[config.mk]
export PLATFORM = sky130hd
export DESIGN_NAME = rmsont_cfg
export DESIGN_NICKNAME = d
export VERILOG_FILES = /design/src/rtl/rmsont_pkg.sv /design/src/rtl/rmsont_cfg.sv
export SDC_FILE = /design/constraint.sdc
export NUM_CORES = 1
export LEC_CHECK = 0
export ABC_AREA = 1
export CORE_ASPECT_RATIO = 2
export CORE_MARGIN = 3
export CORE_UTILIZATION = 50
export DETAILED_ROUTE_END_ITERATION = 6
export DONT_BUFFER_PORTS = 1
export PLACE_DENSITY_LB_ADDON = 0.2
export SLEW_MARGIN = 0
export SYNTH_ARGS = -nofsm -noshare
export SYNTH_HDL_FRONTEND = slang
export SYNTH_SLANG_ARGS = --single-unit
[constraint.sdc]
create_clock -name clk -period 2.1 [get_ports clk]
set_input_delay 0.42 -clock clk [delete_from_list [all_inputs] [get_ports clk]]
set_output_delay 0.42 -clock clk [all_outputs]
set_load 0.01 [all_outputs]
[src/rtl/rmsont_pkg.sv]
package rmsont_pkg;

  localparam int SAMPLE_BITS = 24;
  localparam int COUNT_BITS  = 16;

  localparam int IN_TDATA_W  = ((SAMPLE_BITS + 7) / 8) * 8;
  localparam int OUT_FIELD_W = 22;
  localparam int OUT_TDATA_W = ((OUT_FIELD_W + 7) / 8) * 8;
  localparam int OUT_PAD_W   = OUT_TDATA_W - OUT_FIELD_W;

  localparam int CFG_IDX_W  = 3;
  localparam int CFG_DATA_W = 31;

  localparam int COEFF_W = 24;
  localparam int MS_W    = 31;
  localparam logic [MS_W-1:0] MS_MAX = {MS_W{1'b1}};

  // shared multiplier: signed A x signed B, result registered
  localparam int MUL_A_W = 33;
  localparam int MUL_B_W = (SAMPLE_BITS + 1 > COEFF_W + 1) ? SAMPLE_BITS + 1 : COEFF_W + 1;
  localparam int PROD_W  = MUL_A_W + MUL_B_W;

  localparam int SQ_SHIFT   = 2 * SAMPLE_BITS - 32;
  localparam int DIFF_W     = MS_W + 2;
  localparam int DELTA_W    = PROD_W - COEFF_W;

  localparam int TAB_W    = 18;
  localparam int INTERP_W = 13;
  localparam int LG_W     = 24;
  localparam int Y_W      = 24;
  localparam int IP_W     = Y_W - 16;
  localparam int POW_W    = 19;
  localparam int TERM_W   = 13;
  localparam int VSUM_W   = TERM_W + 1;

  localparam int NORM_STEPS = 5;
  localparam int NORM_CNT_W = 3;

  localparam logic [31:0] CNT_MAX = (32'd1 << COUNT_BITS) - 32'd1;

  localparam logic [7:0] STATUS_NOTE_ON  = 8'h90;
  localparam logic [7:0] STATUS_NOTE_OFF = 8'h80;
  localparam logic [6:0] VEL_MAX         = 7'h7f;
  localparam logic [9:0] VSCALE_MAX      = 10'd540;
  localparam logic [8:0] VEXP_MAX        = 9'd256;
  localparam logic [15:0] OFF_TICKS_MIN  = 16'd5;
  localparam logic [15:0] VOL_TICKS_MIN  = 16'd1;
  localparam logic [POW_W-1:0] POW_ONE   = POW_W'(65536);

  localparam logic [COEFF_W-1:0] RST_COEFF  = 24'd32918;
  localparam logic [MS_W-1:0]    RST_THRESH = 31'd10737418;
  localparam logic [15:0]        RST_OFF    = 16'd2400;
  localparam logic [15:0]        RST_VOL    = 16'd720;
  localparam logic [6:0]         RST_NOTE   = 7'd36;
  localparam logic [6:0]         RST_VMIN   = 7'd16;
  localparam logic [9:0]         RST_VSCALE = 10'd140;
  localparam logic [8:0]         RST_VEXP   = 9'd154;

  typedef enum logic [CFG_IDX_W-1:0] {
    REG_SMOOTH    = 3'd0,
    REG_THRESH    = 3'd1,
    REG_OFF_TICKS = 3'd2,
    REG_VOL_TICKS = 3'd3,
    REG_NOTE      = 3'd4,
    REG_VMIN      = 3'd5,
    REG_VSCALE    = 3'd6,
    REG_VEXP      = 3'd7
  } cfg_reg_t;

  typedef struct packed {
    logic [COEFF_W-1:0]    coeff;
    logic [MS_W-1:0]       thresh;
    logic [COUNT_BITS-1:0] off_ticks;
    logic [COUNT_BITS-1:0] vol_ticks;
    logic [6:0]            note;
    logic [6:0]            vmin;
    logic [9:0]            vscale;
    logic [8:0]            vexp;
  } cfg_t;

  typedef enum logic [2:0] {
    MUL_NONE,
    MUL_SQ,
    MUL_COEF,
    MUL_LOGI,
    MUL_LOGE,
    MUL_EXPI,
    MUL_VSC
  } mul_sel_t;

  typedef enum logic [4:0] {
    S_IDLE,
    S_SQ,
    S_SQCAP,
    S_MSMUL,
    S_UPD,
    S_DECIDE,
    S_POW0,
    S_NORM,
    S_LOGI,
    S_LOGA,
    S_LOGM,
    S_YCAP,
    S_EXPI,
    S_EXPM,
    S_SCALE,
    S_VEL,
    S_EMIT_ON,
    S_EMIT_OFF
  } state_t;

  typedef struct packed {
    logic                  load_sample;
    mul_sel_t              mul_sel;
    logic                  cap_sq;
    logic                  upd_ms;
    logic                  decide;
    logic                  pow_init;
    logic                  norm_step;
    logic [NORM_CNT_W-1:0] norm_idx;
    logic                  cap_lg;
    logic                  cap_y;
    logic                  cap_pow;
    logic                  cap_vel;
    logic                  out_load;
    logic                  out_on;
  } cmd_t;

  typedef struct packed {
    logic note_on;
    logic note_off;
    logic pow_special;
    logic out_free;
  } sts_t;

  // log2(1 + k/16), Q16
  function automatic logic [TAB_W-1:0] log_tab(input logic [4:0] k);
    logic [TAB_W-1:0] v;
    case (k)
      5'd0:    v = 18'd0;
      5'd1:    v = 18'd5732;
      5'd2:    v = 18'd11136;
      5'd3:    v = 18'd16248;
      5'd4:    v = 18'd21098;
      5'd5:    v = 18'd25711;
      5'd6:    v = 18'd30109;
      5'd7:    v = 18'd34312;
      5'd8:    v = 18'd38336;
      5'd9:    v = 18'd42196;
      5'd10:   v = 18'd45904;
      5'd11:   v = 18'd49473;
      5'd12:   v = 18'd52911;
      5'd13:   v = 18'd56229;
      5'd14:   v = 18'd59434;
      5'd15:   v = 18'd62535;
      5'd16:   v = 18'd65536;
      default: v = 18'd0;
    endcase
    return v;
  endfunction

  // 2^(k/16), Q16
  function automatic logic [TAB_W-1:0] exp_tab(input logic [4:0] k);
    logic [TAB_W-1:0] v;
    case (k)
      5'd0:    v = 18'd65536;
      5'd1:    v = 18'd68438;
      5'd2:    v = 18'd71468;
      5'd3:    v = 18'd74632;
      5'd4:    v = 18'd77936;
      5'd5:    v = 18'd81386;
      5'd6:    v = 18'd84990;
      5'd7:    v = 18'd88752;
      5'd8:    v = 18'd92682;
      5'd9:    v = 18'd96785;
      5'd10:   v = 18'd101070;
      5'd11:   v = 18'd105545;
      5'd12:   v = 18'd110218;
      5'd13:   v = 18'd115098;
      5'd14:   v = 18'd120194;
      5'd15:   v = 18'd125515;
      5'd16:   v = 18'd131072;
      default: v = 18'd0;
    endcase
    return v;
  endfunction

  // count register: saturate to counter range, then apply the floor
  function automatic logic [COUNT_BITS-1:0] sat_cnt(input logic [15:0] v,
                                                    input logic [15:0] lo);
    logic [31:0] t;
    t = 32'(v);
    if (t > CNT_MAX) t = CNT_MAX;
    if (t < 32'(lo)) t = 32'(lo);
    return t[COUNT_BITS-1:0];
  endfunction

endpackage

[src/rtl/rmsont_cfg.sv]
module rmsont_cfg (
  input  logic                             clk,
  input  logic                             rst_n,
  input  logic                             cfg_we,
  input  logic [rmsont_pkg::CFG_IDX_W-1:0]  cfg_index,
  input  logic [rmsont_pkg::CFG_DATA_W-1:0] cfg_data,
  output rmsont_pkg::cfg_t                 cfg
);
  import rmsont_pkg::*;

  cfg_t cfg_r, cfg_nxt;

  // values are stored already clamped to their legal range
  always_comb begin
    cfg_nxt = cfg_r;
    if (cfg_we) begin
      unique case (cfg_reg_t'(cfg_index))
        REG_SMOOTH:    cfg_nxt.coeff     = cfg_data[COEFF_W-1:0];
        REG_THRESH:    cfg_nxt.thresh    = cfg_data[MS_W-1:0];
        REG_OFF_TICKS: cfg_nxt.off_ticks = sat_cnt(cfg_data[15:0], OFF_TICKS_MIN);
        REG_VOL_TICKS: cfg_nxt.vol_ticks = sat_cnt(cfg_data[15:0], VOL_TICKS_MIN);
        REG_NOTE:      cfg_nxt.note      = cfg_data[6:0];
        REG_VMIN:      cfg_nxt.vmin      = (cfg_data[6:0] == 7'd0) ? 7'd1 : cfg_data[6:0];
        REG_VSCALE:    cfg_nxt.vscale    = (cfg_data[9:0] > VSCALE_MAX) ? VSCALE_MAX
                                                                        : cfg_data[9:0];
        REG_VEXP:      cfg_nxt.vexp      = (cfg_data[8:0] > VEXP_MAX) ? VEXP_MAX
                                                                      : cfg_data[8:0];
        default:       cfg_nxt = cfg_r;
      endcase
    end
  end

  always_ff @(posedge clk) begin
    if (!rst_n) begin
      cfg_r.coeff     <= RST_COEFF;
      cfg_r.thresh    <= RST_THRESH;
      cfg_r.off_ticks <= sat_cnt(RST_OFF, OFF_TICKS_MIN);
      cfg_r.vol_ticks <= sat_cnt(RST_VOL, VOL_TICKS_MIN);
      cfg_r.note      <= RST_NOTE;
      cfg_r.vmin      <= RST_VMIN;
      cfg_r.vscale    <= RST_VSCALE;
      cfg_r.vexp      <= RST_VEXP;
    end else begin
      cfg_r <= cfg_nxt;
    end
  end

  assign cfg = cfg_r;

endmodule

; Yosys cells after proc, flatten, opt, wreduce, memory -nomap -nowiden
; Cells that the tools add are included.
[word_totals]
regBits = 120
inputBits = 37
elab_cells = 34
[classes]
n_lt_le_gt_ge = 4
n_eq_ne = 7
mux = 5
reduce_logical = 10
[ops]
columns = op, n
row1 = 16-bit 2-to-1 mux, 2
row2 = "16-bit by 1-bit less-than comparator with 1-bit output, second input constant", 1
row3 = "16-bit by 3-bit less-than comparator with 1-bit output, second input constant", 1
row4 = 2-bit AND reduction, 8
row5 = "3-bit equality test, second input constant", 4
row6 = "10-bit greater-than comparator, second input constant", 1
row7 = 10-bit 2-to-1 mux, 1
row8 = "9-bit greater-than comparator, second input constant", 1
row9 = 9-bit 2-to-1 mux, 1
row10 = 7-bit logical NOT, 1
row11 = 7-bit 2-to-1 mux, 1
row12 = "3-bit by 2-bit equality test with 1-bit output, second input constant", 2
row13 = "3-bit by 1-bit equality test with 1-bit output, second input constant", 1
row14 = 3-bit logical NOT, 1

; Logic depth before layout (Yosys ltp)
; Gate-level depths: netlist of the first run.
[logic_depth]
ltp_word = 2
depth_mapped = 9

; Worst setup path after synthesis of the first run
; OpenSTA, ideal clock, no wires.
[synth_timing]
kind = input to register
start = input cfg_index[2] (netlist bit)
end = register cfg_r, in the netlist cfg[57]
t_arrival_ns = 1.140
t_required_ns = 1.972
slack_ns = 0.832
path_stages = 7
path_buffers = 1
path_cell_list = inv_1 > nand2_2 > nor2_1 > inv_1 > clkbuf_1 > a21oi_1 > o21ai_0
[synth_via]
elab_chain_len = 2
[synth_lines]
columns = element, line
row1 = from (decl), rmsont_cfg.sv:5  ; input logic [rmsont_pkg::CFG_IDX_W-1:0] cfg_index,
row2 = 3-bit by 2-bit equality test with 1-bit output, rmsont_cfg.sv:17  ; unique case (cfg_reg_t'(cfg_index))
row3 = 2-bit AND reduction (no source line), n/a
row4 = to (signal assigned), rmsont_cfg.sv:44  ; cfg_r <= cfg_nxt;
row5 = to (decl), rmsont_cfg.sv:11  ; cfg_t cfg_r, cfg_nxt;
; Every way passes these cells.
; A chain may end at the register's enable or synchronous reset.

; Final worst setup path of the first run
[layout_timing]
start = register cfg_r, in the netlist cfg[31]
end = output cfg[31] (netlist bit)
[layout_rtl]
columns = element, line
row1 = to (decl), rmsont_cfg.sv:7  ; output rmsont_pkg::cfg_t cfg
; No word-level cell between the ends.

==> results of run 1 <==
logic make-up (layout without fill, tap and decap cells):
| group | Yosys count | count (layout) |
|---|---|---|
| AO/OA/AOI/OAI | 180 | 180 |
| buffers and inverters | 61 | 70 |
| flip-flops | 120 | 120 |
| AND/OR/NAND/NOR | 152 | 152 |
worst min-delay path by stage:
stage	from	end	slack (ps)	cells past startpoint
2_1_floorplan	cfg[74]	cfg[74]	490	2
3_3_place_gp	cfg[82]	cfg[82]	500	2
3_5_place_dp	rst_n	cfg[77]	510	1
4_1_cts	rst_n	cfg[77]	100	1
5_1_grt	rst_n	cfg[77]	120	1
6_report	cfg_data[9]	cfg[74]	150	2
cell usage in the layout (no fill, tap or decap), drive strengths merged:
| cell | Yosys | layout |
|---|---|---|
| a21oi | 69 | 69 |
| bufinv | 0 | 3 |
| clkinvlp | 0 | 2 |
| clkbuf | 11 | 25 |
| o211ai | 14 | 14 |
| a31oi | 3 | 3 |
| dfxtp | 120 | 120 |
| a22oi | 1 | 1 |
| inv | 27 | 27 |
| clkinv | 3 | 5 |
| nand4 | 1 | 1 |
| buf | 20 | 8 |
| nand3 | 12 | 12 |
| o21ai | 93 | 93 |
| nor2 | 73 | 73 |
| nand2 | 66 | 66 |
metrics by stage:
stage,power [mW],std cells,hold WS [ps]
finish,5.602,618,149.1
global route,5.792,618,117.2
CTS,5.635,618,97.58
detailed placement,2.713,586,512.1
global placement,2.708,586,504.8
floorplan,2.663,513,488.8
final cells by class:
cell class	instances	area share [%]
clock buffers	25	10.16
well taps	96	2.463
clock inverters	7	2.361
multi-input cells	332	32.20
repair buffers	8	1.232
inverters	30	2.309
flip-flops and latches	120	49.27
layer usage:
metal | part of all wire (%) | GRT usage [%] | routed length, um | up-vias
li1 | - | - | - | 1705
met1 | 35 | 25.68 | 4082 | 1598
met2 | 53 | 42.40 | 6309 | 147
met3 | 8.9 | 9.030 | 1045 | 20
met4 | 3.1 | 12.76 | 365 | 0
met5 | 0 | 0 | 0 | -
report_power, final:
group / internal, mW / switching [mW] / leakage [nW] / total, mW
clock: 1.99 / 0.948 / 0.293 / 2.94
combinational: 0.0670 / 0.139 / 0.797 / 0.206
sequential: 2.36 / 0.0963 / 0.977 / 2.46
total: 4.42 / 1.18 / 2.07 / 5.60
==> impl_results.md, run 1 <==
- Critical path depth: 0
- Max-cap violations: 0
- Wire length per cell: 19.10 um
- Setup TNS: 0 ps
- Worst reg2reg path endpoint: cfg[70]
- Final Hold Vio Count: 0
- Cell taking the most area after synthesis: dfxtp_1
- I/O pin count: 157
- Reg area: 2402 sq um
- Clk sinks: 120
- Slew @ Worst Pin: 511.9 ps
- CTS Hold Bufs: 0
- Post-DP HPWL: 8.422 mm
- Worst EP required: 1680 ps
- Synth top area share: 56.65%
- Top post-synthesis cells by count: dfxtp_1 (120), o21ai_0 (91), a21oi_1 (69), nor2_1 (69), nand2_1 (64)
- Mean Syn Cell Area: 8.266 sq um
- Multiplexer share of the synthesized area: 0%
- Area grow syn2layout: 14.99%
- Critical path type: flip-flop to output port
- Reg-to-reg critical path startpoint: cfg[70]
- CTS buffer count: 17
- Ranking of synthesized cells by area: dfxtp_1 (57%), o21ai_0 (11%), a21oi_1 (8.1%)
- Detailed Routing Iterations Pass 1: 6
- FF+latch count, synth: 120
- Final Wtd Congestion: 0.9157
- Syn nets: 550
- Crit Path Max Fanout: 2
- Worst setup margin: 853.1 ps
- Final slew viol count: 0
- Detailed Route Iter0 Violations: 249
- Die footprint: 9688 sq um
- Die width: 71.12 um
- Reg2Reg Depth: 2
- # resized after CTS: 0
- Largest net degree at the start of global routing: 107
- # DRC: 0
- Placement Cell Area: 4265 sq um
- Clk slew on worst S/H paths: 50 ps
- Synthesized cell area: 4240 sq um
- Row count: 46
- Post-synthesis xor/xnor area fraction: 0%
- Worst vdd ir: 0.7301 mV
- HP Class: input pin to flip-flop
- R2r setup slk: 1370 ps
- Number of flops mapped to enable cells by yosys: 0
- Final Setup Violations: 0
- Synth unique cells: 23
- Post-synth ARST share: 0%
- Count leader, synth: dfxtp_1
- Synth Area in Simple Gates: 14.34%
- Skew-Pair Late Insertion Delay: 390 ps
- Finished Core Util: 60.08%
- Critical Path Source Type: flip-flop
- Setup bufs post-CTS: 0
- Max reg flops: 120
- Ratio of cells with drive above 1 in the final layout: 9.579%
- IO Port Bufs: 0
- CTS tree: yes
- PwrDens: 1149 nW/um^2
- Worst Setup End Kind: output port
- Die Y: 136.2 um
- Synth Area in Compound Gates: 22.69%
- WL final: 11.80 mm
- Root Driver: clkbuf_16
- Adder-cell share of the synthesized area: 0%
- Worst slew margin: 65.84%
- Status: finished, final reports clean
- Worst setup path start: cfg[31]
- GRT Util Overall: 24.59%
- # fillers: 699
- Largest family of logic cells by synthesized area: compound AO/OA/AOI/OAI gates
- ANT nets after route: 0
- Gate Count Post-Synth: 513
- GRT overflow: 0
- Multi-input gate area in the final layout: 1570 sq um
- Total number of vias: 3470
- Setup slack after placement: 460.0 ps
- Core Region: 8115 sq um
- Number of H-tree levels: 4
- Critical path destination: cfg[31]
- Arrival time at the worst endpoint: 830 ps
- Unrepaired setup endpoints after global routing: no
- Skew final: 0 ps
- Clk buf depth: 2
- Most used DFF post-synth: dfxtp_1
- Non-Filler Cell Area, Final: 4876 sq um
- Static Leak: 2.067 nW
- Via density: 5.615
- First-pass GRT wire length: 18.26 mm
- Initial core utilization: 52.25%
- Vias in the first global route: 3378
- Final Cycle Share: 59.37%
- Antenna violations before repair: 0
- Fin nets: 546
- Fmax: 0.8020 GHz
- Minimum clock period: 1247 ps
- Antenna Cells: 0
- YS warnings: 0
- Post-synthesis sequential area ratio: 56.65%
Note: power is estimated with default switching activity, not from simulation.
==> inputs of run 2 (changes only) <==
==> constraint.sdc (replaced) <==
create_clock -name clk -period 1.2 [get_ports clk]
set_input_delay 0.24 -clock clk [delete_from_list [all_inputs] [get_ports clk]]
set_output_delay 0.24 -clock clk [all_outputs]
set_load 0.01 [all_outputs]
==> run 2 against run 1 <==
Effect of this change:
- the run now ends with hold timing left
- sequential cell count unchanged
- utilization increased by 6.8 points
- register-to-register slack got worse by 1300 ps
- cell count increased by 9.4%
- setup slack got worse by 820 ps
- sequential power increased by 75%
- combinational power increased to 2.7 times the previous value
- die area unchanged
- largest cell class unchanged
==> impl_results.md, run 2 (synthesis gave the netlist of run 1 again) <==
- Worst Setup End Kind: flip-flop (was output port)
- Final Hold Vio Count: 4 (was 0)
- Hold_sp: rst_n (was cfg_data[9])
- Setup bufs post-CTS: 0 (unchanged)
- Initial core utilization: 52.25% (unchanged)
- Fmax: 0.8578 GHz
- Clk slew on worst S/H paths: 50 ps (about the same)
- HP Class: input pin to flip-flop (unchanged)
- PwrDens: 1777 nW/um^2 (was 1149 nW/um^2)
- Largest net degree at the start of global routing: 107 (unchanged)
- Die Y: 136.2 um (unchanged)
- Max-cap violations: 0 (unchanged)
- Setup slack after placement: 47.24 ps (was 460.0 ps)
- Vias in the first global route: 3619 (was 3378)
- Detailed Route Iter0 Violations: 260 (was 249)
- Final slew viol count: 0 (unchanged)
- Status: finished, violations left (was finished, final reports clean)
- Antenna Cells: 0 (unchanged)
- Slew @ Worst Pin: 508.9 ps (was 511.9 ps)
- Number of H-tree levels: 4 (unchanged)
- Worst vdd ir: 1.129 mV (was 0.7301 mV)
- Crit Path Max Fanout: 2 (unchanged)
- Crit-path slowest cell: dlygate4sd3_1
- Row count: 46 (unchanged)
- Worst setup margin: 34.25 ps (was 853.1 ps)
- Final Wtd Congestion: 0.8983 (was 0.9157)
- Max reg flops: 120 (unchanged)
- Core Region: 8115 sq um (unchanged)
- Reg-to-reg critical path startpoint: cfg[103] (was cfg[70])
- Final Setup Violations: 0 (unchanged)
- Commonest cells after routing, fill and taps aside: dfxtp_1 (114), o21ai_0 (85), a21oi_1 (69), nor2_1 (69), nand2_1 (63) (was dfxtp_1 (120), o21ai_0 (91), a21oi_1 (69), nor2_1 (69), nand2_1 (64))
- ANT nets after route: 0 (unchanged)
- Skew final: 0 ps (unchanged)
- Via density: 5.612 (was 5.615)
- GRT overflow: 0 (unchanged)
- WL final: 13.36 mm (was 11.80 mm)
- Finished Core Util: 66.87% (was 60.08%)
- Root Driver: clkbuf_16 (unchanged)
- GRT Util Overall: 26.19% (was 24.59%)
- I/O pin count: 157 (unchanged)
- IO Port Bufs: 0 (unchanged)
- Final Non-Filler Cells: 676 (was 618)
- CP Cell Sequence: nand2_1 -> o211ai_1 -> dlygate4sd3_1
- Clk sinks: 120 (unchanged)
- First-pass GRT wire length: 19.24 mm (was 18.26 mm)
- Wire length per cell: 19.76 um (was 19.10 um)
- Post-DP HPWL: 8.487 mm (was 8.422 mm)
- Final Cycle Share: 97.15%
- Critical path's largest stage delay: 570 ps
- Total power: 9.644 mW (was 5.602 mW)
- Worst setup path start: cfg[103] (was cfg[31])
- Antenna violations before repair: 0 (unchanged)
- Dpl cells: 602 (was 586)
- Worst EP required: 1480 ps (was 1680 ps)
- Skew-Pair Late Insertion Delay: 410 ps (was 390 ps)
- Fin nets: 604 (was 546)
- Commonest non-fill, non-tap cell in the layout: dfxtp_1 (unchanged)
- Die width: 71.12 um (unchanged)
- Clk buf depth: 2 (unchanged)
- CTS buffer count: 17 (unchanged)
- Arrival time at the worst endpoint: 1440 ps (was 830 ps)
- Worst slew margin: 66.02% (was 65.84%)
- Static Leak: 2.298 nW (was 2.067 nW)
- Area grow syn2layout: 27.97% (was 14.99%)
- Ratio of cells with drive above 1 in the final layout: 12.93% (was 9.579%)
- Failing checks: hold timing
- CTS tree: yes (unchanged)
- Critical path type: flip-flop to flip-flop (was flip-flop to output port)
- # DRC: 0 (unchanged)
- Hold slack: -26.83 ps (was 149.1 ps)
- Die footprint: 9688 sq um (unchanged)
- Total number of vias: 3794 (was 3470)
- Detailed Routing Iterations Pass 1: 5 (was 6)
- Critical Path Source Type: flip-flop (unchanged)
- Minimum clock period: 1166 ps
-- run 2: stage by stage --
stage | cell area (sq um) | TNS, ps
after global placement | 4423 | 0
final | 5426 | 0
after detailed placement | 4423 | 0
after floorplan | 4240 | 0
after CTS | 5311 | 0
after global routing | 5426 | -5.566
-- run 2: power breakdown --
group          total [mW]  switching [mW]  internal [mW]
Clock                4.79            1.70           3.09
Sequential           4.30           0.170           4.13
Combinational       0.553           0.310          0.243
Total                9.64            2.18           7.46
-- run 2: cell type report --
| cell class | instances | area [sq um] |
|---|---|---|
| Sequential cell | 120 | 2410 |
| Clock buffer | 23 | 457.9 |
| Fill cell | 670 | 2689 |
| Tap cell | 96 | 120.1 |
| Timing Repair Buffer | 66 | 649.4 |
| Multi-Input combinational cell | 332 | 1577 |
| Clock inverter | 9 | 100.1 |
| Inverter | 30 | 112.6 |
-- run 2: routing by layer --
metal  share of wire, %  global-route usage (%)
met5                  0                       0
met3                7.6                   9.252
met1                 34                   26.27
met4                2.6                   11.61
met2                 55                   47.57
-- run 2: critical path: cells and delay by family, from the launching register on --
family,cells,cell delay (ps)
AOI/OAI and AO/OA,1,70
buffers and inverters,1,570
DFF,1,340
and+or+nand+nor,1,70
-- run 2: path summary, 6_finish.rpt --
path	to	slack, ps	depth (start not counted)
max	cfg[103]	30	3
min	cfg[10]	-30	2
max reg2reg	cfg[103]	30	3
min reg2reg	cfg[31]	510	2
-- run 2: timing repair --
item | in CTS | in global routing
hold buffers | 33 | 10
hold endpoints to repair | 108 | 27
endpoints found under the setup margin | 0 | 13
resized for setup | 0 | 17
