<file path="config.mk">
export PLATFORM = sky130hd
export DESIGN_NAME = rmsont_ctrl
export DESIGN_NICKNAME = d
export VERILOG_FILES = /design/src/rtl/rmsont_pkg.sv /design/src/rtl/rmsont_ctrl.sv
export SDC_FILE = /design/constraint.sdc
export NUM_CORES = 1
export LEC_CHECK = 0
export ABC_AREA = 1
export BUFFER_PORTS_ARGS = -buffer_cell sky130_fd_sc_hd__buf_2
export CAP_MARGIN = 20
export CORE_MARGIN = 2
export CORE_UTILIZATION = 30
export DETAILED_ROUTE_END_ITERATION = 10
export SETUP_SLACK_MARGIN = 0.02
export SYNTH_ARGS = -nofsm -noshare
export SYNTH_HDL_FRONTEND = slang
export SYNTH_SLANG_ARGS = --single-unit
</file>
<file path="constraint.sdc">
create_clock -name clk -period 1.3 [get_ports clk]
set_input_delay 0.13 -clock clk [delete_from_list [all_inputs] [get_ports clk]]
set_output_delay 0.13 -clock clk [all_outputs]
set_load 0.005 [all_outputs]
</file>
<file path="src/rtl/rmsont_pkg.sv">
package rmsont_pkg;

  localparam int SAMPLE_BITS = 24;
  localparam int COUNT_BITS  = 16;

  localparam int IN_TDATA_W  = ((SAMPLE_BITS + 7) / 8) * 8;
  localparam int OUT_FIELD_W = 22;
  localparam int OUT_TDATA_W = ((OUT_FIELD_W + 7) / 8) * 8;
  localparam int OUT_PAD_W   = OUT_TDATA_W - OUT_FIELD_W;

  localparam int CFG_IDX_W  = 3;
  localparam int CFG_DATA_W = 31;

  localparam int COEFF_W = 24;
  localparam int MS_W    = 31;
  localparam logic [MS_W-1:0] MS_MAX = {MS_W{1'b1}};

  // shared multiplier: signed A x signed B, result registered
  localparam int MUL_A_W = 33;
  localparam int MUL_B_W = (SAMPLE_BITS + 1 > COEFF_W + 1) ? SAMPLE_BITS + 1 : COEFF_W + 1;
  localparam int PROD_W  = MUL_A_W + MUL_B_W;

  localparam int SQ_SHIFT   = 2 * SAMPLE_BITS - 32;
  localparam int DIFF_W     = MS_W + 2;
  localparam int DELTA_W    = PROD_W - COEFF_W;

  localparam int TAB_W    = 18;
  localparam int INTERP_W = 13;
  localparam int LG_W     = 24;
  localparam int Y_W      = 24;
  localparam int IP_W     = Y_W - 16;
  localparam int POW_W    = 19;
  localparam int TERM_W   = 13;
  localparam int VSUM_W   = TERM_W + 1;

  localparam int NORM_STEPS = 5;
  localparam int NORM_CNT_W = 3;

  localparam logic [31:0] CNT_MAX = (32'd1 << COUNT_BITS) - 32'd1;

  localparam logic [7:0] STATUS_NOTE_ON  = 8'h90;
  localparam logic [7:0] STATUS_NOTE_OFF = 8'h80;
  localparam logic [6:0] VEL_MAX         = 7'h7f;
  localparam logic [9:0] VSCALE_MAX      = 10'd540;
  localparam logic [8:0] VEXP_MAX        = 9'd256;
  localparam logic [15:0] OFF_TICKS_MIN  = 16'd5;
  localparam logic [15:0] VOL_TICKS_MIN  = 16'd1;
  localparam logic [POW_W-1:0] POW_ONE   = POW_W'(65536);

  localparam logic [COEFF_W-1:0] RST_COEFF  = 24'd32918;
  localparam logic [MS_W-1:0]    RST_THRESH = 31'd10737418;
  localparam logic [15:0]        RST_OFF    = 16'd2400;
  localparam logic [15:0]        RST_VOL    = 16'd720;
  localparam logic [6:0]         RST_NOTE   = 7'd36;
  localparam logic [6:0]         RST_VMIN   = 7'd16;
  localparam logic [9:0]         RST_VSCALE = 10'd140;
  localparam logic [8:0]         RST_VEXP   = 9'd154;

  typedef enum logic [CFG_IDX_W-1:0] {
    REG_SMOOTH    = 3'd0,
    REG_THRESH    = 3'd1,
    REG_OFF_TICKS = 3'd2,
    REG_VOL_TICKS = 3'd3,
    REG_NOTE      = 3'd4,
    REG_VMIN      = 3'd5,
    REG_VSCALE    = 3'd6,
    REG_VEXP      = 3'd7
  } cfg_reg_t;

  typedef struct packed {
    logic [COEFF_W-1:0]    coeff;
    logic [MS_W-1:0]       thresh;
    logic [COUNT_BITS-1:0] off_ticks;
    logic [COUNT_BITS-1:0] vol_ticks;
    logic [6:0]            note;
    logic [6:0]            vmin;
    logic [9:0]            vscale;
    logic [8:0]            vexp;
  } cfg_t;

  typedef enum logic [2:0] {
    MUL_NONE,
    MUL_SQ,
    MUL_COEF,
    MUL_LOGI,
    MUL_LOGE,
    MUL_EXPI,
    MUL_VSC
  } mul_sel_t;

  typedef enum logic [4:0] {
    S_IDLE,
    S_SQ,
    S_SQCAP,
    S_MSMUL,
    S_UPD,
    S_DECIDE,
    S_POW0,
    S_NORM,
    S_LOGI,
    S_LOGA,
    S_LOGM,
    S_YCAP,
    S_EXPI,
    S_EXPM,
    S_SCALE,
    S_VEL,
    S_EMIT_ON,
    S_EMIT_OFF
  } state_t;

  typedef struct packed {
    logic                  load_sample;
    mul_sel_t              mul_sel;
    logic                  cap_sq;
    logic                  upd_ms;
    logic                  decide;
    logic                  pow_init;
    logic                  norm_step;
    logic [NORM_CNT_W-1:0] norm_idx;
    logic                  cap_lg;
    logic                  cap_y;
    logic                  cap_pow;
    logic                  cap_vel;
    logic                  out_load;
    logic                  out_on;
  } cmd_t;

  typedef struct packed {
    logic note_on;
    logic note_off;
    logic pow_special;
    logic out_free;
  } sts_t;

  // log2(1 + k/16), Q16
  function automatic logic [TAB_W-1:0] log_tab(input logic [4:0] k);
    logic [TAB_W-1:0] v;
    case (k)
      5'd0:    v = 18'd0;
      5'd1:    v = 18'd5732;
      5'd2:    v = 18'd11136;
      5'd3:    v = 18'd16248;
      5'd4:    v = 18'd21098;
      5'd5:    v = 18'd25711;
      5'd6:    v = 18'd30109;
      5'd7:    v = 18'd34312;
      5'd8:    v = 18'd38336;
      5'd9:    v = 18'd42196;
      5'd10:   v = 18'd45904;
      5'd11:   v = 18'd49473;
      5'd12:   v = 18'd52911;
      5'd13:   v = 18'd56229;
      5'd14:   v = 18'd59434;
      5'd15:   v = 18'd62535;
      5'd16:   v = 18'd65536;
      default: v = 18'd0;
    endcase
    return v;
  endfunction

  // 2^(k/16), Q16
  function automatic logic [TAB_W-1:0] exp_tab(input logic [4:0] k);
    logic [TAB_W-1:0] v;
    case (k)
      5'd0:    v = 18'd65536;
      5'd1:    v = 18'd68438;
      5'd2:    v = 18'd71468;
      5'd3:    v = 18'd74632;
      5'd4:    v = 18'd77936;
      5'd5:    v = 18'd81386;
      5'd6:    v = 18'd84990;
      5'd7:    v = 18'd88752;
      5'd8:    v = 18'd92682;
      5'd9:    v = 18'd96785;
      5'd10:   v = 18'd101070;
      5'd11:   v = 18'd105545;
      5'd12:   v = 18'd110218;
      5'd13:   v = 18'd115098;
      5'd14:   v = 18'd120194;
      5'd15:   v = 18'd125515;
      5'd16:   v = 18'd131072;
      default: v = 18'd0;
    endcase
    return v;
  endfunction

  // count register: saturate to counter range, then apply the floor
  function automatic logic [COUNT_BITS-1:0] sat_cnt(input logic [15:0] v,
                                                    input logic [15:0] lo);
    logic [31:0] t;
    t = 32'(v);
    if (t > CNT_MAX) t = CNT_MAX;
    if (t < 32'(lo)) t = 32'(lo);
    return t[COUNT_BITS-1:0];
  endfunction

endpackage

</file>
<file path="src/rtl/rmsont_ctrl.sv">
module rmsont_ctrl (
  input  logic               clk,
  input  logic               rst_n,
  input  logic               in_tvalid,
  output logic               in_tready,
  input  rmsont_pkg::sts_t   sts,
  output rmsont_pkg::cmd_t   cmd
);
  import rmsont_pkg::*;

  state_t                state_r, state_nxt;
  logic [NORM_CNT_W-1:0] norm_cnt_r, norm_cnt_nxt;

  always_ff @(posedge clk) begin
    if (!rst_n) begin
      state_r    <= S_IDLE;
      norm_cnt_r <= '0;
    end else begin
      state_r    <= state_nxt;
      norm_cnt_r <= norm_cnt_nxt;
    end
  end

  always_comb begin
    state_nxt    = state_r;
    norm_cnt_nxt = norm_cnt_r;
    cmd          = '0;
    cmd.mul_sel  = MUL_NONE;
    cmd.norm_idx = norm_cnt_r;
    in_tready    = 1'b0;
    unique case (state_r)
      S_IDLE: begin
        in_tready       = 1'b1;
        cmd.load_sample = in_tvalid;
        if (in_tvalid) state_nxt = S_SQ;
      end
      S_SQ: begin
        cmd.mul_sel = MUL_SQ;
        state_nxt   = S_SQCAP;
      end
      S_SQCAP: begin
        cmd.cap_sq = 1'b1;
        state_nxt  = S_MSMUL;
      end
      S_MSMUL: begin
        cmd.mul_sel = MUL_COEF;
        state_nxt   = S_UPD;
      end
      S_UPD: begin
        cmd.upd_ms = 1'b1;
        state_nxt  = S_DECIDE;
      end
      S_DECIDE: begin
        cmd.decide = 1'b1;
        if (sts.note_on)       state_nxt = S_POW0;
        else if (sts.note_off) state_nxt = S_EMIT_OFF;
        else                   state_nxt = S_IDLE;
      end
      S_POW0: begin
        cmd.pow_init = 1'b1;
        norm_cnt_nxt = '0;
        state_nxt    = sts.pow_special ? S_SCALE : S_NORM;
      end
      S_NORM: begin
        cmd.norm_step = 1'b1;
        if (norm_cnt_r == NORM_CNT_W'(NORM_STEPS - 1)) begin
          state_nxt = S_LOGI;
        end else begin
          norm_cnt_nxt = norm_cnt_r + 1'b1;
        end
      end
      S_LOGI: begin
        cmd.mul_sel = MUL_LOGI;
        state_nxt   = S_LOGA;
      end
      S_LOGA: begin
        cmd.cap_lg = 1'b1;
        state_nxt  = S_LOGM;
      end
      S_LOGM: begin
        cmd.mul_sel = MUL_LOGE;
        state_nxt   = S_YCAP;
      end
      S_YCAP: begin
        cmd.cap_y = 1'b1;
        state_nxt = S_EXPI;
      end
      S_EXPI: begin
        cmd.mul_sel = MUL_EXPI;
        state_nxt   = S_EXPM;
      end
      S_EXPM: begin
        cmd.cap_pow = 1'b1;
        state_nxt   = S_SCALE;
      end
      S_SCALE: begin
        cmd.mul_sel = MUL_VSC;
        state_nxt   = S_VEL;
      end
      S_VEL: begin
        cmd.cap_vel = 1'b1;
        state_nxt   = S_EMIT_ON;
      end
      S_EMIT_ON: begin
        cmd.out_on = 1'b1;
        if (sts.out_free) begin
          cmd.out_load = 1'b1;
          state_nxt    = S_IDLE;
        end
      end
      S_EMIT_OFF: begin
        if (sts.out_free) begin
          cmd.out_load = 1'b1;
          state_nxt    = S_IDLE;
        end
      end
      default: state_nxt = S_IDLE;
    endcase
  end

  a_norm_cnt_range: assert property (@(posedge clk) disable iff (!rst_n)
    (state_r == S_NORM) |-> (norm_cnt_r < NORM_CNT_W'(NORM_STEPS)))
    else $error("normalize step index out of range");

endmodule

</file>
* Word level (Yosys, flattened, before mapping)
Index checks and enable logic that the tools add are counted.
Widths: inputs -> output; s select.
** Operators by class
- $add $sub $neg :: 1
- Multipliers :: 0
- Div/mod/pow operators :: 0
- Magnitude comparators :: 0
- Equality and inequality tests :: 22
- Shifts and indexed selects :: 0
- Multiplexer cells :: 24
- Bitwise logic cells :: 0
- Reductions and logical operators :: 5
** Operators by type and width (number)
- $pmux 5 s17 :: 1
- $eq 5x4->1 const B :: 8
- $mux 5 :: 5
- $eq 5x3->1 const B :: 4
- $pmux 3 s6 :: 1
- $mux 1 :: 14
- $eq 5x2->1 const B :: 2
- $eq 5x5->1 const B :: 2
- $ne 2x2->1 const B :: 3
- $pmux 3 s2 :: 1
- $eq 5x1->1 const B :: 1
- $logic_not 5->1 :: 1
- $mux 4 :: 1
- $add 3x1->3 const B :: 1
- $eq 3x3->1 const B :: 1
- $mux 3 :: 1
- $reduce_and 3->1 :: 1
- $ne 2x1->1 const B :: 1
- $reduce_and 2->1 :: 1
- $reduce_bool 2->1 :: 1
- $reduce_or 2->1 :: 1
** Storage, ports and cells
- Flip-flop bits (word level) :: 8
- Latch bits :: 0
- RAM bits :: 0
- Memory bits (read-only) :: 0
- Input bits :: 7
- Output and inout bits :: 19
- Logic and storage cells :: 54
- Memories :: 0

* Logic depth before layout (Yosys ltp)
Gate-level depths: netlist (run 1).
- Depth after elaboration :: 4
- Depth in mapped cells :: 10
- Gate-level depth less buffers :: 9

* Worst setup path before layout (run 1)
Ideal clock, no wire load.
- Kind :: register -> register
- Start :: reg norm_cnt_r[0]
- End :: reg norm_cnt_r[2]
- Arrival :: 1.080 ns
- Required time :: 1.183 ns
- Path slack :: 0.103 ns
- Cell stages (with the launch flop) :: 8
- Buffers on the path :: 0
- Path through :: dfxtp_1 inv_1 ha_1 nand2_1 nand2_8 nand2_4 and3_1 nor3_2
** On the way
- Longest elaborated chain between the ends :: 3
- Elaborated cells on any way between the ends :: 6
- Those cells by class :: 1 x add/sub; 2 x eq/ne; 2 x mux; 1 x reduce/logical
** RTL lines
- from (decl) :: RTL line rmsont_ctrl.sv:12 : logic [NORM_CNT_W-1:0] norm_cnt_r, norm_cnt_nxt;
- from (signal assigned) :: RTL line rmsont_ctrl.sv:20 : norm_cnt_r <= norm_cnt_nxt;
- $add 3x1->3 / $eq 3x3->1 (equally long branches) :: RTL line rmsont_ctrl.sv:69, rmsont_ctrl.sv:66
- $mux 3 / $ne 2x2->1 (equally long branches)
- $pmux 3 s2 / $reduce_and 2->1 (equally long branches)
Several ways; a longest one is shown, not always the timed one. The select of a mux whose other input is x is not followed.
A chain may end at the register's enable or synchronous reset.

==> results of run 1 <==
[worst min-delay path by stage]
stage,end,cells past startpoint
floorplan,state_r[1],2
global placement,state_r[1],3
detailed placement,state_r[1],3
CTS,state_r[1],3
global route,state_r[2],3
finish,state_r[1],3
[critical path, delay by kind of cell, from the launching register on]
family                 cells  cell delay [ns]
flip-flops                 1             0.38
buffers and inverters      2             0.29
AND/OR/NAND/NOR            2             0.30
AO/OA/AOI/OAI              1             0.07
[flip-flops by register name, indices dropped and copies added, names as in the netlist]
signal / count
norm_cnt_r: 3
state_r: 5
[per-stage QoR]
step           setup slack, ns  power, mW
2_1_floorplan            0.103      0.832
3_3_place_gp            0.0119       1.05
3_5_place_dp          -0.00695       1.06
4_1_cts                 -0.109       1.37
5_1_grt                 -0.185       1.69
6_report                -0.117       1.55
[cell families (layout without fill, tap and decap cells)]
| kind of cell | after synthesis | count (layout) | share of synthesized area (%) |
|---|---|---|---|
| AND/OR/NAND/NOR | 65 | 65 | 49.7 |
| buffers and inverters | 28 | 71 | 15.7 |
| AO/OA/AOI/OAI | 9 | 9 | 8.54 |
| flip-flops | 8 | 8 | 21.4 |
| adder cells (fa/ha/maj) | 2 | 2 | 3.35 |
| XOR/XNOR | 1 | 1 | 1.17 |
[cell usage in the layout (no fill, tap or decap), drive strengths merged, types with 2 or more instances in the layout]
master	instances
a211oi	2
nor2	17
ha	2
nor3	6
a21oi	4
nand3	14
clkbuf	3
buf	43
nand4	2
dfxtp	8
inv	25
nand2	24
[power by group through the flow]
stage                     combinational (mW)  clock (mW)  sequential, mW
after global placement                 0.697           0           0.358
after CTS                              0.768       0.208           0.399
after global routing                    1.06       0.220           0.416
after detailed placement               0.697           0           0.360
after floorplan                        0.518           0           0.314
final                                  0.948       0.193           0.406
[final cells by class]
type	count	share of cell area, %
Sequential cell	8	15.1
Inverter	25	8.78
Tap cell	30	3.17
Timing Repair Buffer	43	24.2
Clock buffer	3	1.90
Multi-Input combinational cell	77	46.8
[what timing repair did]
action / in CTS / in global routing
setup buffers: 4 / 4
cloned: 0 / 0
endpoints found under the setup margin: 22 / 23
gates resized for setup: 22 / 17
pin swaps: 5 / 12
[per-layer routing]
metal,vias to the layer above,global-route usage [%]
li1,451,-
met1,410,18.3
met2,25,30.1
met3,2,0.833
met4,0,8.97
met5,-,0
==> metrics.md, run 1 <==
| Metric | Value |
|---|---|
| Hold_buf cts | `0` |
| Max stage delay on crit path | `0.38 ns` |
| Critical Path RT | `1.17 ns` |
| CTS Root Cell | `clkbuf_4` |
| ANT nets after route | `0` |
| CP arrival | `1.29 ns` |
| Total GRT Usage | `16.3%` |
| Gr ovfl total | `0` |
| Share of layout cells above drive strength 1 | `55.1%` |
| Final WL | `2200 um` |
| Max_cap viols | `0` |
| I/O pin count | `26` |
| Clock skew | `0.00799 ns` |
| Crit path launch | `state_r[2]` |
| Gp weighted congestion | `0.866` |
| Crit Path Max Fanout | `7` |
| Met3 wire length | `123 um` |
| Met1 WL | `867 um` |
| Asr flop ratio synth | `0%` |
| Worst Setup EP | `cmd[15]` |
| CTS H-tree depth | `1` |
| Mapped Area | `747 um2` |
| FF-to-FF End | `norm_cnt_r[0]` |
| Internal | `0.854 mW` |
| FILL cells | `245` |
| Hold crit path type | `in2reg` |
| Final min period | `1.42 ns` |
| Net Count, Synth | `122` |
| Final net count | `167` |
| Synth area leaders | `dfxtp_1 21%, inv_1 10%, nand2_1 10%` |
| Switch Pwr | `0.693 mW` |
| Switch share | `44.8%` |
| Yosys top cell by area | `dfxtp_1` |
| PortBufs | `25` |
| Failing checks | `negative setup slack` |
| Cell chain of the critical path | `buf_6 > nor3_4 > nand2_2 > o311ai_2 > buf_2` |
| Global-route wire length before repair | `3420 um` |
| Crit. End Element | `output pin` |
| Row count | `18` |
| Clock power frac | `12.5%` |
| Diode count | `0` |
| Die area | `0.00291 mm2` |
| Mean post-synth cell area | `6.61 um2` |
| Pin count of the biggest net entering global routing | `8` |
| Count of distinct cell types in the synthesized netlist | `29` |
| Leakage | `0.673 nW` |
| Number of flops mapped to enable cells by yosys | `0` |
| Area grow syn2layout | `58.3%` |
| Core area | `0.00241 mm2` |
| CTS tree | `built` |
| Initial antenna violation count | `0` |
| Tightest Pin Transition | `0.344 ns` |
| Seq/Total Area, Yosys | `21.4%` |
| Clk Latency, worst-skew pair | `0.25 ns` |
| R2r setup slk | `-0.04 ns` |
| Final period util | `109%` |
| Synth warnings | `0` |
| Top Metal Used | `met4` |
| Num CTS Buffers | `3` |
| Vias per cell | `4.77` |
| Crit Path Class | `reg2out` |
| PwrDens | `1310 mW/mm2` |
| Setup crit start kind | `flip-flop` |
| Final Util | `49.1%` |
| R2R Path Start | `state_r[2]` |
| DRT Pass-1 Iters | `4` |
| Starting Density | `31.0%` |
| Fmax achieved | `706 MHz` |
| Top cell type's share of synthesized area | `21.4%` |
| Rel. slew slack | `76.9%` |
| CTS Buffer Depth | `2` |
| Reg2reg path depth | `8` |
| Final setup viols | `12` |
| Flip-flop and latch area | `179 um2` |
| Drt drc | `0` |
| Slew Viols, Final | `0` |
| Worst hold start | `rst_n` |
| Via count | `888` |
| Top FF cell, synth | `dfxtp_1` |
| Placed inst area | `971 um2` |
| Sinks on Clock Net | `8` |
| CTS clk-pin slew, worst paths | `0.06 ns` |
| VDD IR max | `0.742 mV` |
| Yosys reg bits | `8` |
| Logic pwr share | `61.3%` |
| Outcome | `complete, but fails checks` |
| Area of the multi-input gates | `553 um2` |
| Synth cell count leaders | `20 x inv_1, 20 x nand2_1, 13 x nor2_1` |
| Design area | `0.00118 mm2` |
| Worst path slowest cell | `dfxtp_4` |
| Met2 WL | `1190 um` |
| DP Cell Count | `176` |
| Final Hold Fails | `0` |
| Finished Layout Cells | `186` |
| DIE WIDTH | `53.9 um` |
| Die height | `53.9 um` |
| Cells after Synth | `113` |
| Hold slack | `0.140 ns` |
| Setup TNS | `-0.554 ns` |
| Final worst slack | `-0.117 ns` |
| Routed wire per std cell | `11.8 um` |
| Detailed Route Iter0 Violations | `11` |
| Number of global-route vias before repair | `812` |
| RSZ-0062 raised after global routing | `true` |
| Post-DP HPWL | `1660 um` |
| Flop pwr share | `26.2%` |
Note: power is estimated with default switching activity, not from simulation.
==> run 2: changes to the inputs <==
==> constraint.sdc (replaced) <==
create_clock -name clk -period 1.4 [get_ports clk]
set_input_delay 0.14 -clock clk [delete_from_list [all_inputs] [get_ports clk]]
set_output_delay 0.14 -clock clk [all_outputs]
set_load 0.005 [all_outputs]
==> run 2 against run 1 <==
  * The run still ends with negative setup slack left
  * Global-route usage shrank 0.57 points
  * Sequential share of layout area grew 1.8 points
  * Sequential power down 13%
  * Cell count down 4.8%
  * Largest cell class unchanged
  * Critical path depth decreased by 2
  * Setup slack improved by 0.095 ns
  * Routed wire length is 8.2% lower
  * Critical path type unchanged
  * First-iteration DRC count rose by 91%
==> metrics.md, run 2 (synthesized netlist as in run 1, its figures left out) <==
| Metric | Value |
|---|---|
| Outcome | `complete, but fails checks` |
| Failing checks | `negative setup slack` |
| Final Util | `42.6% (-6.5 points)` |
| Top reg by flops | `state_r` |
| Final period util | `102%` |
| Routed wire per std cell | `11.4 um (-3.6%)` |
| Area of the multi-input gates | `499 um2 (-9.7%)` |
| Max stage delay on crit path | `0.43 ns (+0.05 ns)` |
| FILL cells | `252 (+2.9%)` |
| Hold_buf cts | `0 (unchanged)` |
| Hold crit path type | `in2reg` |
| Final min period | `1.42 ns` |
| Area grow syn2layout | `37.4%` |
| Sinks on Clock Net | `8 (unchanged)` |
| RSZ-0062 raised after global routing | `true` |
| CP arrival | `1.28 ns (about the same)` |
| Crit. End Element | `output pin` |
| Initial antenna violation count | `0 (unchanged)` |
| Row count | `18 (unchanged)` |
| I/O pin count | `26 (unchanged)` |
| Clock skew | `0.00838 ns (+0.000394 ns)` |
| Global-route wire length before repair | `3180 um (-6.9%)` |
| Final net count | `158 (-5.4%)` |
| Largest registers | `state_r: 5 flops, norm_cnt_r: 3 flops` |
| Most frequent cells in the layout | `25 x buf_2, 20 x inv_1, 19 x nand2_1` |
| DRT Pass-1 Iters | `4 (unchanged)` |
| Total GRT Usage | `15.7% (-0.57 points)` |
| Max_cap viols | `0 (unchanged)` |
| Die area | `0.00291 mm2 (unchanged)` |
| Placed inst area | `933 um2 (-3.9%)` |
| Diode count | `0 (unchanged)` |
| Vias per cell | `4.75 (-0.60%)` |
| Via count | `840 (-5.4%)` |
| Gr ovfl total | `0 (unchanged)` |
| Final setup viols | `2 (-10)` |
| CTS clk-pin slew, worst paths | `0.06 ns (about the same)` |
| CTS Root Cell | `clkbuf_4` |
| Starting Density | `31.0% (unchanged)` |
| PwrDens | `1160 mW/mm2 (-12%)` |
| Detailed Route Iter0 Violations | `21 (+10)` |
| DIE WIDTH | `53.9 um (unchanged)` |
| Final worst slack | `-0.0216 ns (+0.0955 ns)` |
| Post-DP HPWL | `1620 um (-2.6%)` |
| Core area | `0.00241 mm2 (unchanged)` |
| Number of global-route vias before repair | `730 (-10%)` |
| Crit Path Class | `reg2out` |
| CTS H-tree depth | `1 (unchanged)` |
| Tightest Pin Transition | `0.266 ns (-0.0783 ns)` |
| Final Hold Fails | `0 (unchanged)` |
| Critical Path RT | `1.26 ns (+0.09 ns)` |
| Setup crit start kind | `flip-flop` |
| Drt drc | `0 (unchanged)` |
| Worst path slowest cell | `dfxtp_4` |
| CTS tree | `built` |
| Most common cell after layout, fill and taps aside | `buf_2` |
| VDD IR max | `0.553 mV (-26%)` |
| PortBufs | `25 (unchanged)` |
| Rel. slew slack | `82.0% (+5.1 points)` |
| Clk Latency, worst-skew pair | `0.26 ns (about the same)` |
| Num CTS Buffers | `3 (unchanged)` |
| Flip-flop and latch area | `174 um2 (-2.8%)` |
| ANT nets after route | `0 (unchanged)` |
| CTS Buffer Depth | `2 (unchanged)` |
| Leakage | `0.617 nW (-8.4%)` |
| Pin count of the biggest net entering global routing | `9 (+1)` |
| Max reg flops | `5 (unchanged)` |
| Gp weighted congestion | `0.832 (-3.9%)` |
| Die height | `53.9 um (unchanged)` |
| Crit Path Max Fanout | `8 (+1)` |
| Cell chain of the critical path | `nand2_2 > o311ai_1 > buf_2` |
| Final WL | `2020 um (-8.2%)` |
| Design area | `0.00103 mm2 (-13%)` |
| Fmax achieved | `703 MHz` |
| Share of layout cells above drive strength 1 | `44.2% (-11 points)` |
| Slew Viols, Final | `0 (unchanged)` |
run 2: changes by cell type in the layout (fill, tap and decap cells not counted), sizes merged:
cell,before,now
buf,43,34
run 2: worst paths after layout:
check | start | endpoint | slack, ns | cells after the start
min reg2reg | norm_cnt_r[2] | norm_cnt_r[2] | 0.58 | 2
max | state_r[2] | cmd[15] | -0.02 | 3
max reg2reg | state_r[4] | norm_cnt_r[0] | 0.09 | 7
min | rst_n | state_r[2] | 0.15 | 3
run 2: layer usage:
layer / track usage [%] / share of wire (%)
met5: 0 / 0
met4: 7.69 / 0.65
met3: 3.61 / 6.5
met2: 26.8 / 49
met1: 18.2 / 44
run 2: worst max-delay path, delay by kind of cell, from the launching register on:
family | cells | cell delay (ns)
compound gates | 1 | 0.31
buf+inv | 1 | 0.17
flops | 1 | 0.43
simple gates | 1 | 0.11
run 2: area by class of cell:
type                       instances  area share (%)
clock buffer                       3            2.20
inverter                          25            9.39
sequential                         8            17.0
timing repair buffer              34            19.1
multi-input combinational         77            48.7
tap                               30            3.66
run 2: where the power goes:
part	internal [mW]	switching (mW)
clock	0.0986	0.0856
combinational	0.275	0.375
sequential	0.270	0.0828
run 2: what timing repair did:
action | in CTS | in global routing
setup buffers | 1 | 2
gates resized for setup | 13 | 4
setup endpoints to repair | 17 | 17
pin swaps | 1 | 2
run 2: through the flow:
step           cells  power, mW  hold slack, ns  setup WS (ns)  TNS (ns)
3_5_place_dp     171      0.965           0.421         0.0244         0
2_1_floorplan    113      0.773           0.238          0.203         0
6_report         177       1.19           0.146        -0.0216   -0.0301
4_1_cts          175       1.19           0.142        0.00148         0
5_1_grt          177       1.30           0.136        -0.0816    -0.508
3_3_place_gp     171      0.963           0.417         0.0780         0
==> run 3: changes to the inputs <==
--- a/config.mk
+++ b/config.mk
@@ -8,7 +8,6 @@
 export ABC_AREA = 1
 export BUFFER_PORTS_ARGS = -buffer_cell sky130_fd_sc_hd__buf_2
 export CAP_MARGIN = 20
-export CORE_MARGIN = 2
 export CORE_UTILIZATION = 30
 export DETAILED_ROUTE_END_ITERATION = 10
 export SETUP_SLACK_MARGIN = 0.02
==> constraint.sdc (replaced) <==
create_clock -name clk -period 1.4 [get_ports clk]
set_input_delay 0.28 -clock clk [delete_from_list [all_inputs] [get_ports clk]]
set_output_delay 0.28 -clock clk [all_outputs]
set_load 0.005 [all_outputs]
==> run 3 against run 2 <==
  * Cell count grew 5.6%
  * Critical path depth is 1 higher
  * First-iteration DRC count up 9.5%
  * Die area shrank 7.3%
  * Via count grew 7.9%
  * Largest power group unchanged
  * Combinational power is 21% higher
  * Count of clock-buffer cells in the layout stayed put
  * Global-route usage increased by 3.0 points
  * The flow still finishes with violations (negative setup slack)
  * Non-clock buffer count is 12 higher
  * Critical path type unchanged
==> metrics.md, run 3 (synthesized netlist as in run 1, its figures left out) <==
| Metric | Value |
|---|---|
| Area of the multi-input gates | `623 um2 (+25%)` |
| Most frequent cells in the layout | `24 x buf_2, 20 x inv_1, 16 x nand2_1, 16 x buf_4, 9 x nor2_1` |
| Fmax achieved | `653 MHz (-7.2%)` |
| Drt drc | `0 (unchanged)` |
| Final period util | `109% (+7.9 points)` |
| Gr ovfl total | `0 (unchanged)` |
| CTS Root Cell | `clkbuf_4` |
| Detailed Route Iter0 Violations | `23 (+9.5%)` |
| Final worst slack | `-0.132 ns (-0.111 ns)` |
| Gp weighted congestion | `0.871 (+4.7%)` |
| Post-DP HPWL | `1610 um (-0.31%)` |
| Max stage delay on crit path | `0.40 ns (-0.03 ns)` |
| PwrDens | `1080 mW/mm2 (-6.4%)` |
| Largest registers | `state_r: 5 flops, norm_cnt_r: 3 flops` |
| Starting Density | `32.8% (+1.8 points)` |
| CTS clk-pin slew, worst paths | `0.06 ns (about the same)` |
| Setup crit start kind | `flip-flop` |
| PortBufs | `25 (unchanged)` |
| Final Hold Fails | `0 (unchanged)` |
| Crit path launch | `state_r[0]` |
| Tightest Pin Transition | `0.302 ns (+0.0360 ns)` |
| Cell chain of the critical path | `inv_1 > nand2_1 > o311ai_2 > buf_2` |
| Crit Path Max Fanout | `7 (-1)` |
| Critical Path RT | `1.12 ns (-0.14 ns)` |
| Total GRT Usage | `18.7% (+3.0 points)` |
| Rel. slew slack | `79.7% (-2.3 points)` |
| Worst path slowest cell | `dfxtp_4` |
| Routed wire per std cell | `12.7 um (+11%)` |
| Top reg by flops | `state_r` |
| CTS H-tree depth | `1 (unchanged)` |
| Max_cap viols | `0 (unchanged)` |
| Finished Layout Cells | `187 (+5.6%)` |
| Crit path max-delay family | `flip-flops` |
| Placed inst area | `938 um2 (+0.54%)` |
| Diode count | `0 (unchanged)` |
| I/O pin count | `26 (unchanged)` |
| DRT Pass-1 Iters | `4 (unchanged)` |
| Area grow syn2layout | `71.5%` |
| Failing checks | `negative setup slack` |
| Slew Viols, Final | `0 (unchanged)` |
| Max reg flops | `5 (unchanged)` |
| R2r setup slk | `-0.02 ns (-0.11 ns)` |
| Sinks on Clock Net | `8 (unchanged)` |
| Final net count | `170 (+7.6%)` |
| Crit. End Element | `output pin` |
| Outcome | `complete, but fails checks` |
| Leakage | `0.722 nW (+17%)` |
| Final WL | `2370 um (+17%)` |
| Flip-flop and latch area | `179 um2 (+2.9%)` |
| Worst hold start | `rst_n` |
| CP bufs+invs | `2 (+1)` |
| Clk Latency, worst-skew pair | `0.26 ns (about the same)` |
| FILL cells | `205 (-19%)` |
| Row count | `17 (-1)` |
| Clock skew | `0.00739 ns (-0.000995 ns)` |
| Number of global-route vias before repair | `843 (+15%)` |
| Final min period | `1.53 ns (+0.111 ns)` |
| RSZ-0062 raised after global routing | `true` |
| R2R Path Start | `state_r[2]` |
| Initial antenna violation count | `0 (unchanged)` |
| Most common cell after layout, fill and taps aside | `buf_2` |
| CP arrival | `1.25 ns (-0.03 ns)` |
| Die area | `0.00269 mm2 (-7.3%)` |
| Final setup viols | `18 (+16)` |
| Pin count of the biggest net entering global routing | `8 (-1)` |
| Num CTS Buffers | `3 (unchanged)` |
| Die height | `51.9 um (-3.7%)` |
| VDD IR max | `0.519 mV (-6.2%)` |
| Design area | `0.00128 mm2 (+25%)` |
| Hold crit path type | `in2reg` |
| CTS Buffer Depth | `2 (unchanged)` |
| Core area | `0.00228 mm2 (-5.6%)` |
| CTS tree | `built` |
| Global-route wire length before repair | `3650 um (+15%)` |
| DP Cell Count | `170 (-0.58%)` |
| Via count | `906 (+7.9%)` |
| Share of layout cells above drive strength 1 | `57.9% (+14 points)` |
| ANT nets after route | `0 (unchanged)` |
| Vias per cell | `4.84 (+2.1%)` |
| Hold slack | `0.278 ns (+0.133 ns)` |
| Crit Path Class | `reg2out` |
| Setup TNS | `-1.22 ns (-1.19 ns)` |
| DIE WIDTH | `51.9 um (-3.7%)` |
run 3: changes by cell type in the layout (fill, tap and decap cells not counted), sizes merged:
cell,delta
buf,+12
run 3: stage by stage:
stage / power [mW] / setup slack (ns) / util (%)
CTS: 1.24 / -0.107 / 49.6
global placement: 0.951 / -0.00765 / 41.2
global route: 1.51 / -0.196 / 56.3
finish: 1.39 / -0.132 / 56.3
detailed placement: 0.954 / -0.0229 / 41.2
floorplan: 0.773 / 0.182 / -
run 3: final cells by class:
cell class / count / area share [%]
clock buffers: 3 / 1.76
well taps: 28 / 2.73
multi-input cells: 77 / 48.6
inverters: 25 / 7.91
repair buffers: 46 / 25.0
flip-flops and latches: 8 / 14.0
run 3: worst paths after layout:
kind,cells after the start,end
worst max-delay path,4,cmd[15]
worst max register to register,8,norm_cnt_r[2]
worst min register to register,2,norm_cnt_r[1]
worst min-delay path,3,state_r[2]
run 3: routing by layer:
| metal | wire, um | global-route usage [%] | part of all wire (%) |
|---|---|---|---|
| met5 | 0 | 0 | 0 |
| met1 | 964 | 22.1 | 41 |
| met2 | 1270 | 32.1 | 53 |
| met3 | 101 | 2.05 | 4.3 |
| met4 | 35 | 10.8 | 1.5 |
run 3: tightest hold or removal path, delay by kind of cell:
family / cells / cell delay, ns
simple gates: 1 / 0.06
buf+inv: 2 / 0.17
run 3: what timing repair did:
item,in CTS,in global routing
hold buffers,0,0
buffers inserted,9,5
endpoints found under the hold margin,0,0
resized for setup,27,24
pin swaps,7,13
setup endpoints to repair,19,23
run 3: where the power goes:
group	leakage (nW)	internal [mW]	switching, mW
clock	0.0138	0.0981	0.0788
sequential	0.0686	0.282	0.140
combinational	0.640	0.330	0.457
